$ cat config.mk
export PLATFORM = sky130hd
export DESIGN_NAME = first_substring_match_finder_core_flat
export DESIGN_NICKNAME = d
export VERILOG_FILES = /design/src/hdl/fsmf_pkg.sv /design/src/hdl/fsmf_if.sv /design/src/hdl/first_substring_match_finder_core.sv /design/src/flat_wrapper.sv
export SDC_FILE = /design/constraint.sdc
export NUM_CORES = 1
export LEC_CHECK = 0
export BUFFER_PORTS_ARGS = -buffer_cell sky130_fd_sc_hd__buf_2
export CAP_MARGIN = 0
export CORE_MARGIN = 2
export CORE_UTILIZATION = 40
export CTS_CLUSTER_SIZE = 14
export DETAILED_ROUTE_END_ITERATION = 10
export PLACE_DENSITY_LB_ADDON = 0.25
export SYNTH_ARGS = -nofsm -noshare
export SYNTH_HDL_FRONTEND = slang
export SYNTH_SLANG_ARGS = --single-unit
$ cat constraint.sdc
create_clock -name clock -period 9.7 [get_ports clock]
set_input_delay 0.485 -clock clock [delete_from_list [all_inputs] [get_ports clock]]
set_output_delay 0.485 -clock clock [all_outputs]
set_load 0.05 [all_outputs]
$ cat src/hdl/fsmf_pkg.sv
package fsmf_pkg;

   localparam int PATTERN_MAX_DEFAULT   = 16;
   localparam int POSITION_BITS_DEFAULT = 32;

   localparam int TEXT_BYTE_BITS      = 8;
   localparam int POSITION_OUT_BITS   = 32;
   localparam int LENGTH_BITS         = 5;
   localparam int PATTERN_STORE_BYTES = 16;
   localparam int STORE_IDX_BITS      = 4;
   localparam int PATTERN_WORD_BITS   = 64;
   localparam int CSR_DATA_BITS       = 64;
   localparam int CSR_INDEX_BITS      = 2;

   localparam logic [LENGTH_BITS-1:0] LENGTH_RESET = LENGTH_BITS'(1);

   typedef enum logic [CSR_INDEX_BITS-1:0] {
      CSR_PATTERN_LENGTH = 2'd0,
      CSR_PATTERN_LOW    = 2'd1,
      CSR_PATTERN_HIGH   = 2'd2
   } csr_index_type;

   typedef struct packed {
      logic                         found;
      logic [POSITION_OUT_BITS-1:0] match_position;
   } rsp_payload_type;

endpackage

$ cat src/hdl/fsmf_if.sv
interface fsmf_req_if import fsmf_pkg::*; ();
   logic                      valid;
   logic                      ready;
   logic [TEXT_BYTE_BITS-1:0] text_byte;
   logic                      end_of_text;

   modport source (output valid, text_byte, end_of_text, input ready);
   modport sink   (input valid, text_byte, end_of_text, output ready);
endinterface

interface fsmf_rsp_if import fsmf_pkg::*; ();
   logic                         valid;
   logic                         ready;
   logic                         found;
   logic [POSITION_OUT_BITS-1:0] match_position;

   modport source (output valid, found, match_position, input ready);
   modport sink   (input valid, found, match_position, output ready);
endinterface

$ cat src/hdl/first_substring_match_finder_core.sv
// Streaming first-match search of a configured pattern (1 to 16 bytes) in a text.
// req_chan carries one text byte per request plus end_of_text on the final byte.
// rsp_chan carries at most one response per text: found = 1 with the zero-based
// start offset of the first match, or found = 0 (offset 0) on the final byte when
// the text held no match. Bytes after a match produce nothing until the text ends.
// Configuration goes through csr_write_enable / csr_index / csr_write_data while
// the block is idle: index 0 pattern length, 1 pattern bytes 0-7, 2 bytes 8-15.
// Throughput: one request per cycle while the skid register is empty; the window
// compare is a single parallel equality check of the byte window against the pattern.
// A result is registered into the output register, or into the skid register if the output is stalled.
// The response side has an output register plus one skid register, so a stalled
// receiver holds the response and requests keep flowing until the skid register
// fills; req_chan.ready is then low until the receiver takes a response.
// Reset (synchronous, active high) clears the byte count and found flag, empties both
// response registers and sets pattern length 1 with an all-zero pattern.
// Byte offsets saturate at 2**POSITION_BITS - 1.
module first_substring_match_finder_core
   import fsmf_pkg::*;
#(
   parameter int PATTERN_MAX   = PATTERN_MAX_DEFAULT,
   parameter int POSITION_BITS = POSITION_BITS_DEFAULT
) (
   input  logic                      clock,
   input  logic                      reset,
   fsmf_req_if.sink                  req_chan,
   fsmf_rsp_if.source                rsp_chan,
   input  logic                      csr_write_enable,
   input  logic [CSR_INDEX_BITS-1:0] csr_index,
   input  logic [CSR_DATA_BITS-1:0]  csr_write_data
);

   localparam int ALEN_BITS = $clog2(PATTERN_MAX + 1);
   localparam int CMP_BITS  = (ALEN_BITS > LENGTH_BITS) ? ALEN_BITS : LENGTH_BITS;
   localparam int PIDX_BITS = (ALEN_BITS > STORE_IDX_BITS + 1) ? ALEN_BITS
                                                               : STORE_IDX_BITS + 1;
   localparam logic [POSITION_BITS-1:0] SEEN_MAX = '1;

   // configuration
   logic [LENGTH_BITS-1:0]       length_ff;
   logic [PATTERN_WORD_BITS-1:0] pattern_low_ff;
   logic [PATTERN_WORD_BITS-1:0] pattern_high_ff;

   // search state
   logic [TEXT_BYTE_BITS-1:0] window_ff [PATTERN_MAX];
   logic [TEXT_BYTE_BITS-1:0] window_in [PATTERN_MAX];
   logic [POSITION_BITS-1:0]  seen_ff;
   logic [POSITION_BITS-1:0]  seen_in;
   logic                      found_ff;

   // response registers
   logic            out_valid_ff;
   rsp_payload_type out_data_ff;
   logic            skid_valid_ff;
   rsp_payload_type skid_data_ff;

   logic [TEXT_BYTE_BITS-1:0] pattern_bytes [PATTERN_STORE_BYTES];
   logic [CMP_BITS-1:0]       length_ext;
   logic [ALEN_BITS-1:0]      active_len;
   logic [PATTERN_MAX-1:0]    lane_ok;
   logic                      accept;
   logic                      hit;
   logic                      has_result;
   logic                      push;
   logic                      pop;
   logic [POSITION_BITS-1:0]  start_pos;
   rsp_payload_type           result;

   assign accept = req_chan.valid && req_chan.ready;
   assign pop    = out_valid_ff && rsp_chan.ready;

   assign req_chan.ready          = !skid_valid_ff;
   assign rsp_chan.valid          = out_valid_ff;
   assign rsp_chan.found          = out_data_ff.found;
   assign rsp_chan.match_position = out_data_ff.match_position;

   always_comb begin
      for (int b = 0; b < PATTERN_STORE_BYTES / 2; b++) begin
         pattern_bytes[b] = pattern_low_ff[b*TEXT_BYTE_BITS +: TEXT_BYTE_BITS];
         pattern_bytes[b + PATTERN_STORE_BYTES / 2] =
            pattern_high_ff[b*TEXT_BYTE_BITS +: TEXT_BYTE_BITS];
      end
   end

   // length 0 counts as 1, longer than the window counts as the window
   always_comb begin
      length_ext = CMP_BITS'(length_ff);
      if (length_ext == '0) begin
         active_len = ALEN_BITS'(1);
      end else if (length_ext > CMP_BITS'(PATTERN_MAX)) begin
         active_len = ALEN_BITS'(PATTERN_MAX);
      end else begin
         active_len = ALEN_BITS'(length_ext);
      end
   end

   // newest byte at entry 0
   assign window_in[0] = req_chan.text_byte;
   for (genvar j = 1; j < PATTERN_MAX; j++) begin : g_shift
      assign window_in[j] = window_ff[j-1];
   end

   // window entry j lines up with pattern byte active_len - 1 - j
   for (genvar j = 0; j < PATTERN_MAX; j++) begin : g_lane
      logic [ALEN_BITS-1:0]      pidx;
      logic [PIDX_BITS-1:0]      pext;
      logic [TEXT_BYTE_BITS-1:0] pbyte;
      always_comb begin
         pidx = active_len - ALEN_BITS'(j) - ALEN_BITS'(1);
         pext = PIDX_BITS'(pidx);
         if (pext < PIDX_BITS'(PATTERN_STORE_BYTES)) begin
            pbyte = pattern_bytes[pext[STORE_IDX_BITS-1:0]];
         end else begin
            pbyte = '0;
         end
         lane_ok[j] = (ALEN_BITS'(j) >= active_len) || (window_in[j] == pbyte);
      end
   end

   assign seen_in    = (seen_ff == SEEN_MAX) ? seen_ff : seen_ff + POSITION_BITS'(1);
   assign hit        = !found_ff && (seen_in >= POSITION_BITS'(active_len)) && (&lane_ok);
   assign start_pos  = seen_in - POSITION_BITS'(active_len);
   assign has_result = hit || (req_chan.end_of_text && !found_ff);
   assign push       = accept && has_result;

   always_comb begin
      result.found          = hit;
      result.match_position = hit ? POSITION_OUT_BITS'(start_pos) : '0;
   end

   always_ff @(posedge clock) begin
      if (reset) begin
         length_ff       <= LENGTH_RESET;
         pattern_low_ff  <= '0;
         pattern_high_ff <= '0;
      end else if (csr_write_enable) begin
         unique case (csr_index_type'(csr_index))
            CSR_PATTERN_LENGTH: length_ff       <= csr_write_data[LENGTH_BITS-1:0];
            CSR_PATTERN_LOW:    pattern_low_ff  <= csr_write_data;
            CSR_PATTERN_HIGH:   pattern_high_ff <= csr_write_data;
            default: ;
         endcase
      end
   end

   // only entries written in the current text are ever compared
   always_ff @(posedge clock) begin
      if (accept) begin
         window_ff <= window_in;
      end
   end

   always_ff @(posedge clock) begin
      if (reset) begin
         seen_ff  <= '0;
         found_ff <= 1'b0;
      end else if (accept) begin
         if (req_chan.end_of_text) begin
            seen_ff  <= '0;
            found_ff <= 1'b0;
         end else begin
            seen_ff  <= seen_in;
            found_ff <= found_ff || hit;
         end
      end
   end

   always_ff @(posedge clock) begin
      if (reset) begin
         out_valid_ff  <= 1'b0;
         skid_valid_ff <= 1'b0;
      end else if (skid_valid_ff) begin
         if (pop) begin
            skid_valid_ff <= 1'b0;
         end
      end else if (push) begin
         if (!out_valid_ff || pop) begin
            out_valid_ff <= 1'b1;
         end else begin
            skid_valid_ff <= 1'b1;
         end
      end else if (pop) begin
         out_valid_ff <= 1'b0;
      end
   end

   always_ff @(posedge clock) begin
      if (skid_valid_ff) begin
         if (pop) begin
            out_data_ff <= skid_data_ff;
         end
      end else if (push) begin
         if (!out_valid_ff || pop) begin
            out_data_ff <= result;
         end else begin
            skid_data_ff <= result;
         end
      end
   end

endmodule

$ cat src/flat_wrapper.sv
// flat-port wrapper written by rule: the top's interface ports become plain ports
module first_substring_match_finder_core_flat import fsmf_pkg::*;
#(
   parameter int PATTERN_MAX   = PATTERN_MAX_DEFAULT,
   parameter int POSITION_BITS = POSITION_BITS_DEFAULT
)
  (clock, reset, csr_write_enable, csr_index, csr_write_data, req_chan_valid, req_chan_text_byte, req_chan_end_of_text, req_chan_ready, rsp_chan_valid, rsp_chan_found, rsp_chan_match_position, rsp_chan_ready);
  fsmf_req_if req_chan_i ();
  fsmf_rsp_if rsp_chan_i ();
  input  logic clock;
  input  logic reset;
  input  logic csr_write_enable;
  input  logic [CSR_INDEX_BITS-1:0] csr_index;
  input  logic [CSR_DATA_BITS-1:0] csr_write_data;
  input wire logic [$bits(req_chan_i.valid)-1:0] req_chan_valid;
  input wire logic [$bits(req_chan_i.text_byte)-1:0] req_chan_text_byte;
  input wire logic [$bits(req_chan_i.end_of_text)-1:0] req_chan_end_of_text;
  output wire logic [$bits(req_chan_i.ready)-1:0] req_chan_ready;
  output wire logic [$bits(rsp_chan_i.valid)-1:0] rsp_chan_valid;
  output wire logic [$bits(rsp_chan_i.found)-1:0] rsp_chan_found;
  output wire logic [$bits(rsp_chan_i.match_position)-1:0] rsp_chan_match_position;
  input wire logic [$bits(rsp_chan_i.ready)-1:0] rsp_chan_ready;
  assign req_chan_i.valid = req_chan_valid;
  assign req_chan_i.text_byte = req_chan_text_byte;
  assign req_chan_i.end_of_text = req_chan_end_of_text;
  assign req_chan_ready = req_chan_i.ready;
  assign rsp_chan_valid = rsp_chan_i.valid;
  assign rsp_chan_found = rsp_chan_i.found;
  assign rsp_chan_match_position = rsp_chan_i.match_position;
  assign rsp_chan_i.ready = rsp_chan_ready;
  first_substring_match_finder_core #(.PATTERN_MAX(PATTERN_MAX), .POSITION_BITS(POSITION_BITS)) u_core (.clock(clock), .reset(reset), .req_chan(req_chan_i), .rsp_chan(rsp_chan_i), .csr_write_enable(csr_write_enable), .csr_index(csr_index), .csr_write_data(csr_write_data));
endmodule
==> metrics.cfg, run 1 <==
[global_route]
grt_pass1_wl_mm = 181
grt_max_degree = 111
antenna_found_initial = 3
grt_overflow = 0
first_global_vias = 23800
gr-usage-all-layers = 0.378

[logic_synthesis]
synth_area_sq_mm = 0.0259
yosysMostFrequentCell = nand2_1
synth_cell_types = 91
ys_top_cells_by_count = 429 x nand2_1, 260 x a21oi_1, 203 x clkbuf_1
ys_warn_count = 0
synth-main-ff-cell = edfxtp_1
synth_top_area_frac = 0.215
synthCells = 2977
yosys.area.top_type = edfxtp_1
synth.net_count = 3079
synth.area.top_cells = edfxtp_1 22%, dfxtp_1 13%, mux4_2 6.4%
async_flop_share = 0
ys_seq_area_frac = 0.345
synth-seq-cells = 354
synth_edf_count = 186
syn-mean-instance-area_sq_um = 8.72

[worst_setup_path]
r2r_slack_ns = 1.21
arrival_ns = 8.72
r2r_cells = 21
crit_path_end_kind = flop
crit_fanout = 110
cpPeakStageDelay_ns = 0.86
cp_num_buf_inv = 7
path_depth = 21
slowest_stage = a2111oi_0
crit_required_ns = 9.92
cpMostUsedCell = buf_4
cp-start-kind = flop
cp_top_family = buffers and inverters
path_class = flop to flop
worstPathCellList = inv_1 -> a21oi_4 -> buf_4 -> ha_1 -> nor2_2 -> buf_4 -> o21ai_4 -> buf_12 -> mux2i_1 -> a2111oi_0 -> a22oi_1 -> xnor2_1 -> nor4_1 -> a21oi_1 -> nor3_1 -> nand4_1 -> or4b_1 -> buf_4 -> clkinv_2 -> o2111a_1 -> buf_4

[clock_tree]
cts_sinks = 354
htree_levels = 2
cts_resized = 0
hold_buffers = 0
cts_buffer_depth = 3
cts_setup_buffers = 0
root_buffer = clkbuf_16
clk_latency_ns = 0.59
cts_tree = yes
clk_pin_slew_ns = 0.06
numCtsBuffers = 40

[final_layout]
area_growth_pct = 9.65
multiInputGateArea_sq_mm = 0.0158
layout.nets = 3052
final_util = 0.442
final-seq-area_sq_mm = 0.00896
drive_above_1_share = 0.132
nFillCells = 6337
fin_cells = 3833

[drt]
ant_nets = 0
drt-initial-drc-count = 3746
via_count = 26400
drc_errors = 0
viasPerCell = 6.88
drt_pass1_iterations = 6
wire_per_inst_um = 33.9
detail_route.wirelength_mm = 130

[power]
p_leak_nw = 9.67
design_power_total_mw = 4.05
power_density_mw_per_mm2 = 142
vdd_drop_max_mv = 0.123

[timing]
fin_worst_skew_ns = 0.0282
tns_ns = 0
fmax_mhz = 118
drv_slew = 0
rsz0062_at_grt = no
min_period_over_period = 0.875
max-slew-margin-rel = 0.112
hold_viol = 0
tightest_slew_ns = 1.32
setup_violations = 0
fin_crit_ns = 8.49

[placement]
gp_congestion = 1.03
placed_cells = 3763
portBuffers = 114
place_hpwl_mm = 99.1

[floorplan]
start_util = 0.403
rows = 93
dieArea_sq_mm = 0.0669
coreArea_sq_mm = 0.0643
pin_count = 115
die_h_um = 259
fp.dieW_um = 259

[min_path]
min_path_cells = 3
holdCritPathClass = input port to flop

[job]
maxCapViolCount = 0

[outcome]
status = completed

-- flip-flops by register name, indices dropped and copies added (netlist names), 5 cells and up --
signal,flops
u_core.skid_data_ff,33
u_core.length_ext,5
u_core.pattern_high_ff,64
u_core.pattern_low_ff,64
u_core.window_ff,120
u_core.seen_ff,32
u_core.rsp_chan.match_position,32
-- power breakdown --
group	internal [mW]	switching [mW]	total (mW)
clock	0.796	0.642	1.44
combinational	0.277	0.578	0.855
sequential	1.64	0.118	1.76
-- cell usage in the layout, fill, tap and decap left out, types with 21 or more instances in the layout --
| cell | count |
|---|---|
| clkbuf_16 | 41 |
| xor2_1 | 54 |
| a31oi_1 | 38 |
| buf_4 | 65 |
| nand4_1 | 31 |
| o2111ai_1 | 32 |
| a21oi_1 | 259 |
| dfxtp_1 | 164 |
| o221ai_1 | 34 |
| or3_1 | 43 |
| nor4_1 | 39 |
| buf_2 | 113 |
| nand2_1 | 429 |
| mux2i_1 | 79 |
| nor3_1 | 31 |
| inv_1 | 82 |
| mux4_2 | 74 |
| o21ai_0 | 110 |
| o211a_1 | 35 |
| ha_1 | 21 |
| a2111oi_0 | 59 |
| o22ai_1 | 44 |
| a22oi_1 | 56 |
| nor2_1 | 162 |
| edfxtp_1 | 186 |
| xnor2_1 | 92 |
| nand3_1 | 39 |
| o211ai_1 | 65 |
| a211oi_1 | 92 |
| and2_1 | 33 |
-- worst register-to-register path: stages, from the launching register on --
cell	delay, ns
dfxtp_4	0.73
inv_1	0.34
a21oi_4	0.20
buf_4	0.57
ha_1	0.65
nor2_2	0.05
buf_4	0.31
o21ai_4	0.13
buf_12	0.38
mux2i_1	0.19
a2111oi_0	0.86
a22oi_1	0.34
xnor2_1	0.20
nor4_1	0.72
a21oi_1	0.38
nor3_1	0.23
nand4_1	0.12
or4b_1	0.59
buf_4	0.26
clkinv_2	0.25
o2111a_1	0.24
buf_4	0.37
-- cell families (layout without fill, tap and decap cells) --
kind of cell / after synthesis / in the layout / share of synthesized area
AOI/OAI and AO/OA: 996 / 996 / 0.267
xor gates and xnor gates: 148 / 148 / 0.0500
adders and majority gates: 22 / 22 / 0.0109
buffers and inverters: 341 / 341 / 0.0515
DFF: 354 / 354 / 0.345
muxes: 167 / 167 / 0.101
other: 0 / 1 / 0
and+or+nand+nor: 949 / 949 / 0.175
-- cell type report --
cell class,count,area share
clock buffer,51,0.0381
tap,855,0.0376
inverter,92,0.0123
clock inverter,18,0.00475
multi-input combinational,2282,0.554
timing repair buffer,180,0.0384
antenna,1,0.0000880
sequential,354,0.315
-- worst paths after layout --
kind | startpoint | to
max | u_core.length_ext[0] | u_core.skid_data_ff[24]
min reg2reg | u_core.window_ff[63] | u_core.window_ff[55]
min | csr_write_data[12] | u_core.pattern_high_ff[12]
max reg2reg | u_core.length_ext[0] | u_core.skid_data_ff[24]
-- metrics by stage --
| stage | area [sq um] | worst slack, ns | hold slack, ns |
|---|---|---|---|
| after floorplan | 25900 | 0.953 | 0.426 |
| after global placement | 27200 | 1.55 | 0.442 |
| after detailed placement | 27200 | 1.45 | 0.445 |
| after CTS | 28400 | 1.45 | 0.123 |
| after global routing | 28500 | 0.990 | 0.134 |
| final | 28500 | 1.21 | 0.138 |
-- metal layers --
| metal | routed length (um) | part of all wire | up-vias | global-route usage |
|---|---|---|---|---|
| li1 | - | - | 11400 | - |
| met5 | 0 | 0 | - | 0 |
| met1 | 53500 | 0.41 | 13100 | 0.512 |
| met3 | 13100 | 0.10 | 313 | 0.0845 |
| met4 | 8440 | 0.065 | 0 | 0.209 |
| met2 | 54800 | 0.42 | 1608 | 0.558 |
No activity file was read; power rests on OpenSTA's default activity.
==> inputs of run 2 (changes only) <==
--- a/config.mk
+++ b/config.mk
@@ -11,7 +11,6 @@
 export CORE_UTILIZATION = 40
 export CTS_CLUSTER_SIZE = 14
 export DETAILED_ROUTE_END_ITERATION = 10
-export PLACE_DENSITY_LB_ADDON = 0.25
 export SYNTH_ARGS = -nofsm -noshare
 export SYNTH_HDL_FRONTEND = slang
 export SYNTH_SLANG_ARGS = --single-unit
==> run 2 against run 1 <==
Net effect: critical path depth shrank 3; combinational power grew 2%; sequential cell count is the same; sequential share of layout area shrank 0.27 points; clock skew shrank 0.0012 ns; final cell count grew 0.37%; sequential power is essentially flat; via count shrank 0.21%; non-clock buffer count grew 9; total power grew 4.9%; die area is the same; the flow now finishes with violations (max-capacitance violations, max-slew violations); global-route usage grew 0.85 points.
==> metrics.cfg, run 2 (synthesis gave the netlist of run 1 again) <==
[final_layout]
biggestRegsByFlops = u_core.window_ff (120), u_core.pattern_high_ff (64), u_core.pattern_low_ff (64)
top_register = u_core.window_ff
mostFrequentLayoutCell = nand2_1
layout.nets = 3062  ; +0.33%
layout_common_cells = 429 x nand2_1, 259 x a21oi_1, 186 x edfxtp_1
final-seq-area_sq_mm = 0.00896  ; unchanged
drive_above_1_share = 0.136  ; +0.00473
multiInputGateArea_sq_mm = 0.0158  ; about the same
largest_reg_flops = 120  ; unchanged
fin_area_sq_mm = 0.0287  ; +0.87%
area_growth_pct = 10.6
nFillCells = 6266  ; -1.1%

[power]
vdd_drop_max_mv = 0.110  ; -10%
p_leak_nw = 9.80  ; +1.2%
power_density_mw_per_mm2 = 148  ; +4.0%

[worst_setup_path]
cp_top_family = simple AND/OR/NAND/NOR gates
path_depth = 18  ; -14%
rr_startpoint = u_core.length_ext[4]
crit_required_ns = 9.96  ; +0.04 ns
crit_fanout = 42  ; -62%
r2r_cells = 18  ; -14%
path_class = flop to flop
cp-start-kind = flop
cp_num_buf_inv = 4  ; -3
cpMostUsedCell = buf_4
worstPathCellList = nand2b_1 -> buf_4 -> ha_1 -> or2_2 -> o221a_2 -> a211oi_1 -> nor4_1 -> a22oi_1 -> xnor2_1 -> nor4_1 -> a21oi_1 -> a2111oi_0 -> nand4_1 -> or4b_1 -> buf_4 -> clkinv_2 -> o2111a_1 -> buf_4
cpPeakStageDelay_ns = 1.23  ; +0.37 ns
crit_path_end_kind = flop
arrival_ns = 9.00  ; +0.28 ns
startpoint = u_core.length_ext[4]
slowest_stage = nor4_1

[clock_tree]
clk_pin_slew_ns = 0.06  ; about the same
hold_buffers = 0  ; unchanged
cts_setup_buffers = 0  ; unchanged
clk_latency_ns = 0.59  ; about the same
root_buffer = clkbuf_16
numCtsBuffers = 41  ; +2.5%
cts_buffer_depth = 3  ; unchanged
cts_resized = 0  ; unchanged
htree_levels = 2  ; unchanged
cts_sinks = 354  ; unchanged
cts_tree = yes

[drt]
via_count = 26300  ; -0.21%
drt-initial-drc-count = 3686  ; -1.6%
wire_per_inst_um = 34.4  ; +1.7%
ant_nets = 0  ; unchanged
drc_errors = 0  ; unchanged
viasPerCell = 6.84  ; -0.58%
detail_route.wirelength_mm = 132  ; +2.1%
drt_pass1_iterations = 7  ; +1

[min_path]
min_path_cells = 1  ; -2
min_from = req_chan_text_byte[0]
holdCritPathClass = input port to flop

[timing]
fmax_mhz = 114  ; -2.9%
setup_violations = 0  ; unchanged
min_period_over_period = 0.902  ; +0.0261
tightest_slew_ns = 1.52  ; +0.197 ns
fin_worst_skew_ns = 0.0271  ; -0.00116 ns
hold_viol = 0  ; unchanged
rsz0062_at_grt = no
max-slew-margin-rel = -0.0196  ; -0.131
tns_ns = 0  ; unchanged
drv_slew = 3  ; +3
fin_crit_ns = 8.75  ; +0.253 ns

[global_route]
grt.busiest_layer = met2
first_global_vias = 23900  ; +0.45%
met2_usage = 0.572  ; +0.0141
use_met3 = 0.0618  ; -0.0227
grt_pass1_wl_mm = 184  ; +1.7%
grt_use_met1 = 0.531  ; +0.0186
gr-usage-all-layers = 0.386  ; +0.00850
grt_overflow = 0  ; unchanged
grt_max_degree = 111  ; unchanged
antenna_found_initial = 2  ; -1

[placement]
place_hpwl_mm = 102  ; +3.3%
portBuffers = 114  ; unchanged
postPlaceCellArea_sq_mm = 0.0273  ; +0.22%
gp_congestion = 1.03  ; +0.30%

[floorplan]
fp.dieW_um = 259  ; unchanged
die_h_um = 259  ; unchanged
coreArea_sq_mm = 0.0643  ; unchanged
rows = 93  ; unchanged
dieArea_sq_mm = 0.0669  ; unchanged
pin_count = 115  ; unchanged
start_util = 0.403  ; unchanged

[job]
maxCapViolCount = 1  ; +1

[outcome]
status = finished with violations
violations = max-capacitance violations, max-slew violations

## run 2: metal layers
| metal | part of all wire | vias up |
|---|---|---|
| met3 | 0.091 | 310 |
| li1 | - | 11400 |
| met4 | 0.073 | 0 |
| met1 | 0.41 | 13000 |
| met5 | 0 | - |
| met2 | 0.42 | 1602 |
## run 2: through the flow
step	setup slack (ns)	cells	hold slack (ns)	total power [mW]	utilization
after floorplan	0.953	2977	0.426	2.25	-
after global placement	0.883	3769	0.439	2.62	0.424
after detailed placement	1.16	3770	0.453	2.63	0.424
after CTS	1.15	3844	0.103	4.24	0.446
after global routing	0.774	3846	0.124	4.36	0.446
final	0.955	3847	0.131	4.25	0.446
## run 2: area by class of cell
| type | count | area share |
|---|---|---|
| inverters | 92 | 0.0122 |
| repair buffers | 189 | 0.0404 |
| multi-input cells | 2282 | 0.549 |
| flip-flops and latches | 354 | 0.312 |
| well taps | 855 | 0.0373 |
| clock buffers | 54 | 0.0396 |
| diodes | 1 | 0.0000872 |
| clock inverters | 20 | 0.00885 |
## run 2: final timing paths
kind / endpoint / slack (ns)
max reg2reg: u_core.skid_data_ff[0] / 0.95
min: u_core.window_ff[120] / 0.13
min reg2reg: u_core.window_ff[51] / 0.46
max: u_core.skid_data_ff[0] / 0.95
## run 2: where the power goes
group | total, mW | internal (mW) | switching (mW)
Combinational | 0.874 | 0.281 | 0.593
Sequential | 1.76 | 1.64 | 0.119
Clock | 1.62 | 0.943 | 0.675
Total | 4.25 | 2.86 | 1.39
